`config.mk`:
```
export PLATFORM = sky130hd
export DESIGN_NAME = gpop_ctrl
export DESIGN_NICKNAME = d
export VERILOG_FILES = /design/src/sv/gpop_pkg.sv /design/src/sv/gpop_ctrl.sv
export SDC_FILE = /design/constraint.sdc
export NUM_CORES = 1
export LEC_CHECK = 0
export ABC_CLOCK_PERIOD_IN_PS = 1600
export BUFFER_PORTS_ARGS = -buffer_cell sky130_fd_sc_hd__buf_2
export CAP_MARGIN = 5
export CORE_AREA = 2 2 61 63
export DETAILED_ROUTE_END_ITERATION = 12
export DIE_AREA = 0 0 63 65
export GPL_TIMING_DRIVEN = 0
export SETUP_SLACK_MARGIN = 0.15
export SYNTH_ARGS = -nofsm -noshare
export SYNTH_HDL_FRONTEND = slang
export SYNTH_SLANG_ARGS = --single-unit
```
`constraint.sdc`:
```
create_clock -name clk -period 1.6 [get_ports clk]
set_input_delay 0.08 -clock clk [delete_from_list [all_inputs] [get_ports clk]]
set_output_delay 0.08 -clock clk [all_outputs]
set_load 0.02 [all_outputs]
```
`src/sv/gpop_pkg.sv`:
```
`timescale 1ns / 1ps

package gpop_pkg;

	// configuration register indexes
	localparam logic [2:0] CFG_SPOT   = 3'd0;
	localparam logic [2:0] CFG_STRIKE = 3'd1;
	localparam logic [2:0] CFG_DRIFT  = 3'd2;
	localparam logic [2:0] CFG_SCALE  = 3'd3;
	localparam logic [2:0] CFG_STEPS  = 3'd4;
	localparam logic [2:0] CFG_PATHS  = 3'd5;

	// reset values
	localparam logic [31:0] SPOT_RST   = 32'h0001_0000;
	localparam logic [31:0] STRIKE_RST = 32'h0001_0000;

	// Taylor series length and exponent clamp (2.0 in Q.28)
	localparam logic [4:0]  NUM_TERMS = 5'd20;
	localparam logic [29:0] EXP_MAX   = 30'h2000_0000;

	// 1.0 in Q1.62
	localparam logic [63:0] Q62_ONE = 64'h4000_0000_0000_0000;

	// multiplier operand select
	typedef enum logic [1:0] {
		MS_TERM  = 2'd0,
		MS_SUM   = 2'd1,
		MS_SQ    = 2'd2,
		MS_PRICE = 2'd3
	} mul_sel_t;

	// controller to datapath commands
	typedef struct packed {
		logic       load;
		logic       mul_en;
		logic       mul_first;
		logic [1:0] pp;
		mul_sel_t   mul_sel;
		logic       div_en;
		logic       div_first;
		logic       div_last;
		logic [4:0] k;
		logic       sq_store;
		logic       exp_store;
		logic       upd;
	} cmd_t;

	// datapath to controller status
	typedef struct packed {
		logic end_path;
		logic out_busy;
	} sts_t;

	typedef enum logic [8:0] {
		S_IDLE = 9'b000000001,
		S_TMUL = 9'b000000010,
		S_DIV  = 9'b000000100,
		S_SQ1  = 9'b000001000,
		S_SQS  = 9'b000010000,
		S_SQ2  = 9'b000100000,
		S_EXS  = 9'b001000000,
		S_PMUL = 9'b010000000,
		S_UPD  = 9'b100000000
	} state_t;

endpackage

```
`src/sv/gpop_ctrl.sv`:
```
`timescale 1ns / 1ps

module gpop_ctrl (
	input  logic            clk,
	input  logic            arst_n,
	input  logic            in_valid,
	output logic            in_stall,
	input  gpop_pkg::sts_t  sts,
	output gpop_pkg::cmd_t  cmd
);
	import gpop_pkg::*;

	state_t     state_q;
	logic [3:0] cnt_q;
	logic [4:0] k_q;

	assign in_stall = (state_q != S_IDLE);

	// command decode
	always_comb begin
		cmd           = '0;
		cmd.mul_sel   = MS_TERM;
		cmd.k         = k_q;
		cmd.pp        = cnt_q[1:0];
		cmd.mul_first = (cnt_q == 4'd0);
		cmd.div_first = (cnt_q == 4'd0);
		cmd.div_last  = (cnt_q == 4'd15);
		unique case (state_q)
			S_IDLE: cmd.load = in_valid;
			S_TMUL: begin
				cmd.mul_en  = 1'b1;
				cmd.mul_sel = MS_TERM;
			end
			S_DIV:  cmd.div_en = 1'b1;
			S_SQ1: begin
				cmd.mul_en  = 1'b1;
				cmd.mul_sel = MS_SUM;
			end
			S_SQS:  cmd.sq_store = 1'b1;
			S_SQ2: begin
				cmd.mul_en  = 1'b1;
				cmd.mul_sel = MS_SQ;
			end
			S_EXS:  cmd.exp_store = 1'b1;
			S_PMUL: begin
				cmd.mul_en  = 1'b1;
				cmd.mul_sel = MS_PRICE;
			end
			S_UPD:  cmd.upd = !(sts.end_path && sts.out_busy);
			default: cmd = '0;
		endcase
	end

	// sequencer
	always_ff @(posedge clk or negedge arst_n) begin
		if (!arst_n) begin
			state_q <= S_IDLE;
			cnt_q   <= '0;
			k_q     <= 5'd1;
		end else begin
			unique case (state_q)
				S_IDLE: begin
					cnt_q <= '0;
					k_q   <= 5'd1;
					if (in_valid) state_q <= S_TMUL;
				end
				S_TMUL: begin
					if (cnt_q == 4'd3) begin
						cnt_q   <= '0;
						state_q <= S_DIV;
					end else cnt_q <= cnt_q + 4'd1;
				end
				S_DIV: begin
					cnt_q <= cnt_q + 4'd1;
					if (cnt_q == 4'd15) begin
						if (k_q == NUM_TERMS) state_q <= S_SQ1;
						else begin
							k_q     <= k_q + 5'd1;
							state_q <= S_TMUL;
						end
					end
				end
				S_SQ1: begin
					if (cnt_q == 4'd3) begin
						cnt_q   <= '0;
						state_q <= S_SQS;
					end else cnt_q <= cnt_q + 4'd1;
				end
				S_SQS: state_q <= S_SQ2;
				S_SQ2: begin
					if (cnt_q == 4'd3) begin
						cnt_q   <= '0;
						state_q <= S_EXS;
					end else cnt_q <= cnt_q + 4'd1;
				end
				S_EXS: state_q <= S_PMUL;
				// one partial product: both operands fit the low half
				S_PMUL: state_q <= S_UPD;
				S_UPD: begin
					if (!(sts.end_path && sts.out_busy)) state_q <= S_IDLE;
				end
				default: state_q <= S_IDLE;
			endcase
		end
	end

endmodule

```
==> out/qor.yml <==
sta:
  min_period_over_period_pct: 140.3
  setup_ws_ns: -0.6444
  maxSlewHeadroom_pct: 70.35
  worst_pin_slew_ns: 0.4448
  max_freq_mhz: 445.6
  clock_skew_ns: 0.01211
  fin_crit_ns: 2.244
  final-setup-viol-count: 37
  drv_slew: 0
  hold_viol: 0
  setup_tns_ns: -14.51
  rsz0062_at_grt: "yes"
final_layout:
  post-route-util_pct: 71.80
  num_antenna_cells: 0
  final_cell_mix: "buf_6, buf_4, dfrtp_1"
  drive_gt1_share_pct: 63.14
  final_common_cell: "buf_6"
  layout.nets: 246
  design_area_um2: 2510
  area_growth_syn_to_layout_pct: 88.00
synthesis:
  synth-edff-count: 0
  synth-xor-area-share_pct: 5.248
  synth_nets: 167
  synthCells: 158
  synth_warnings: 0
  synth_fa_ha_area_share_pct: 3.749
  synthMuxAreaShare_pct: 0.7498
  yosys_register_bits: 18
  synth_top_family_by_area: "simple AND/OR/NAND/NOR gates"
  syn_area_um2: 1335
  dominantRegCellSynth: "dfrtp_1"
  synth_cell_types: 48
  ys_seq_area_share_pct: 33.93
  synthSimpleGateAreaFrac_pct: 33.74
  ys_async_sr_fraction_pct: 100.0
  synth_compound_area_share_pct: 15.46
  avgSynthCellArea_um2: 8.450
power_and_ir_drop:
  p_total_mw: 3.967
  pwr-share-clk_pct: 7.5
  power.switching_mw: 1.737
  comb_power_share_pct: 76.8
  p_seq_share_pct: 15.7
  switching_share_pct: 43.79
  p_int_mw: 2.230
  ir_worst_vdd_v: 0.0008962
  cellPowerDensity_nw_per_um2: 1581
  leakage_nw: 1.133
run_status:
  violations: "negative setup slack"
  status: "complete, but fails checks"
cts:
  tritoncts: "yes"
  root_buffer: "clkbuf_4"
  cts.path.max_buffers: 2
  clk_latency_ns: 0.31
  htreeDepth: 1
  cts_buffers: 3
  cts.clk_slew.worst_paths_ns: 0.12
  clock-sinks: 18
worst_setup_path:
  cp.required_ns: 1.52
  slowest_stage: "or4b_4"
  max_stage_delay_ns: 0.54
  critPathKind: "reg2out"
  reg2reg_depth: 8
  critPathArrivalTime_ns: 2.16
  worst_path_most_repeated_cell: "buf_6"
  rr_startpoint: "state_q[2]"
  startpoint_type: "flip-flop"
  path_max_fanout: 5
  r2r-end: "state_q[8]"
  critPathCaptureType: "primary output"
  worstPathCellList: "buf_6 -> buf_6 -> nor4_4 -> nand2_2 -> or4b_4 -> nand2_2 -> buf_6"
  r2r_slack_ns: -0.39
global_route:
  grt_pass1_vias: 1496
  grt_start_max_net_pins: 19
  grtUsageTotal_pct: 21.19
  grt_pass1_wl_um: 6796
  antenna_found_initial: 0
  grt-ovfl-total: 0
hold_path:
  min_path_cells: 3
  hold_path.startpoint: "sts[1]"
  hold_path.class: "in2reg"
  min_to: "state_q[8]"
placed_design:
  hpwlAfterDp_um: 2337
  io_buffers: 23
  gp_congestion: 0.8595
  place_area_um2: 1597
  preCtsSetupSlack_ns: -0.6211
routing:
  num_vias: 1600
  vias_per_cell: 5.634
  drt_iter0_markers: 84
  drt_pre_antenna_iters: 4
  ant_nets: 0
  wl_per_cell_um: 17.69
  drt_wl_total_um: 5025
  remaining_drc_errors: 0
floorplan:
  die_x_um: 63
  core-area_um2: 3496
  fp.dieH_um: 65
  num_rows: 22
  start_util_pct: 38.19
  ios: 24
  die_area_um2: 4095
flow_run:
  cap_violations: 0
kinds of logic (layout without fill, tap and decap cells):
group | Yosys count | after routing
muxes | 1 | 1
buffers and inverters | 20 | 97
and+or+nand+nor | 76 | 76
AOI/OAI and AO/OA | 31 | 32
adders and majority gates | 4 | 4
xor gates and xnor gates | 8 | 8
DFF | 18 | 18
cell usage after synthesis, types with 2 or more instances:
master / number / area [um2]
a211o_1: 2 / 17.52
a21oi_1: 4 / 20.02
a31oi_1: 4 / 25.02
and2_1: 7 / 43.79
and4b_1: 2 / 20.02
buf_2: 7 / 35.03
dfrtp_1: 16 / 400.4
dfstp_2: 2 / 52.55
ha_1: 4 / 50.05
inv_1: 10 / 37.54
nand2_1: 10 / 37.54
nand2b_1: 4 / 25.02
nand3_1: 7 / 35.03
nand4_1: 4 / 25.02
nor2_1: 16 / 60.06
nor2_2: 2 / 12.51
nor3_1: 7 / 35.03
nor4_1: 2 / 12.51
nor4b_1: 3 / 26.28
o21ai_0: 10 / 50.05
o31a_1: 2 / 17.52
xnor2_1: 4 / 35.03
xor2_1: 4 / 35.03
repair_timing:
action                     4_1_cts  5_1_grt
hold endpoints to repair        16        0
gates resized for setup         67       56
hold buffers                     1        0
pin swaps                       18       18
buffers inserted                32       16
setup endpoints to repair       37       37
gates cloned                     1        1
worst max-delay path: cells and delay by family (launching register included):
kind	cells	cell delay (ns)
simple gates	4	1.04
flops	1	0.43
buf+inv	3	0.39
per-stage QoR:
step           cells  hold WS [ns]
4_1_cts          267       0.02882
2_1_floorplan    158       -0.2156
6_report         284       0.07139
3_3_place_gp     229       0.04173
3_5_place_dp     229       0.04855
5_1_grt          284       0.05055
cell type report:
class / count / area, um2
multi-input cells: 121 / 1147
fillers: 237 / 985.9
repair buffers: 73 / 679.4
flip-flops and latches: 18 / 454.2
plain buffers: 9 / 91.34
well taps: 48 / 60.06
inverters: 11 / 41.29
clock buffers: 4 / 36.28
power groups by stage:
stage	logic (mW)	clock network, mW	registers [mW]
after floorplan	1.17	0	0.611
after global placement	1.49	0	0.622
after detailed placement	1.52	0	0.626
after CTS	2.33	0.301	0.608
after global routing	3.23	0.326	0.630
final	3.05	0.298	0.623
layer usage:
layer	wire length (um)	vias up	GRT usage [%]
met5	0	-	0
met1	1923	796	23.70
met3	260	14	4.688
met2	2724	64	39.23
met4	116	0	7.778
li1	-	726	-
sequential cells by signal, indices dropped and copies added (netlist names):
register and count:
cnt_q 4, k_q 5, state_q 9
how the worst max path moves through the flow:
stage                from       to  slack (ns)  cells past startpoint
2_1_floorplan  state_q[6]  cmd[15]       -0.28                      7
6_report       state_q[2]  cmd[11]       -0.64                      7
5_1_grt        state_q[2]  cmd[11]       -0.72                      7
3_3_place_gp   state_q[6]  cmd[15]       -0.63                      8
4_1_cts        state_q[3]  cmd[15]       -0.62                      7
3_5_place_dp   state_q[6]  cmd[15]       -0.62                      8
Note: power is estimated with default switching activity, not from simulation.
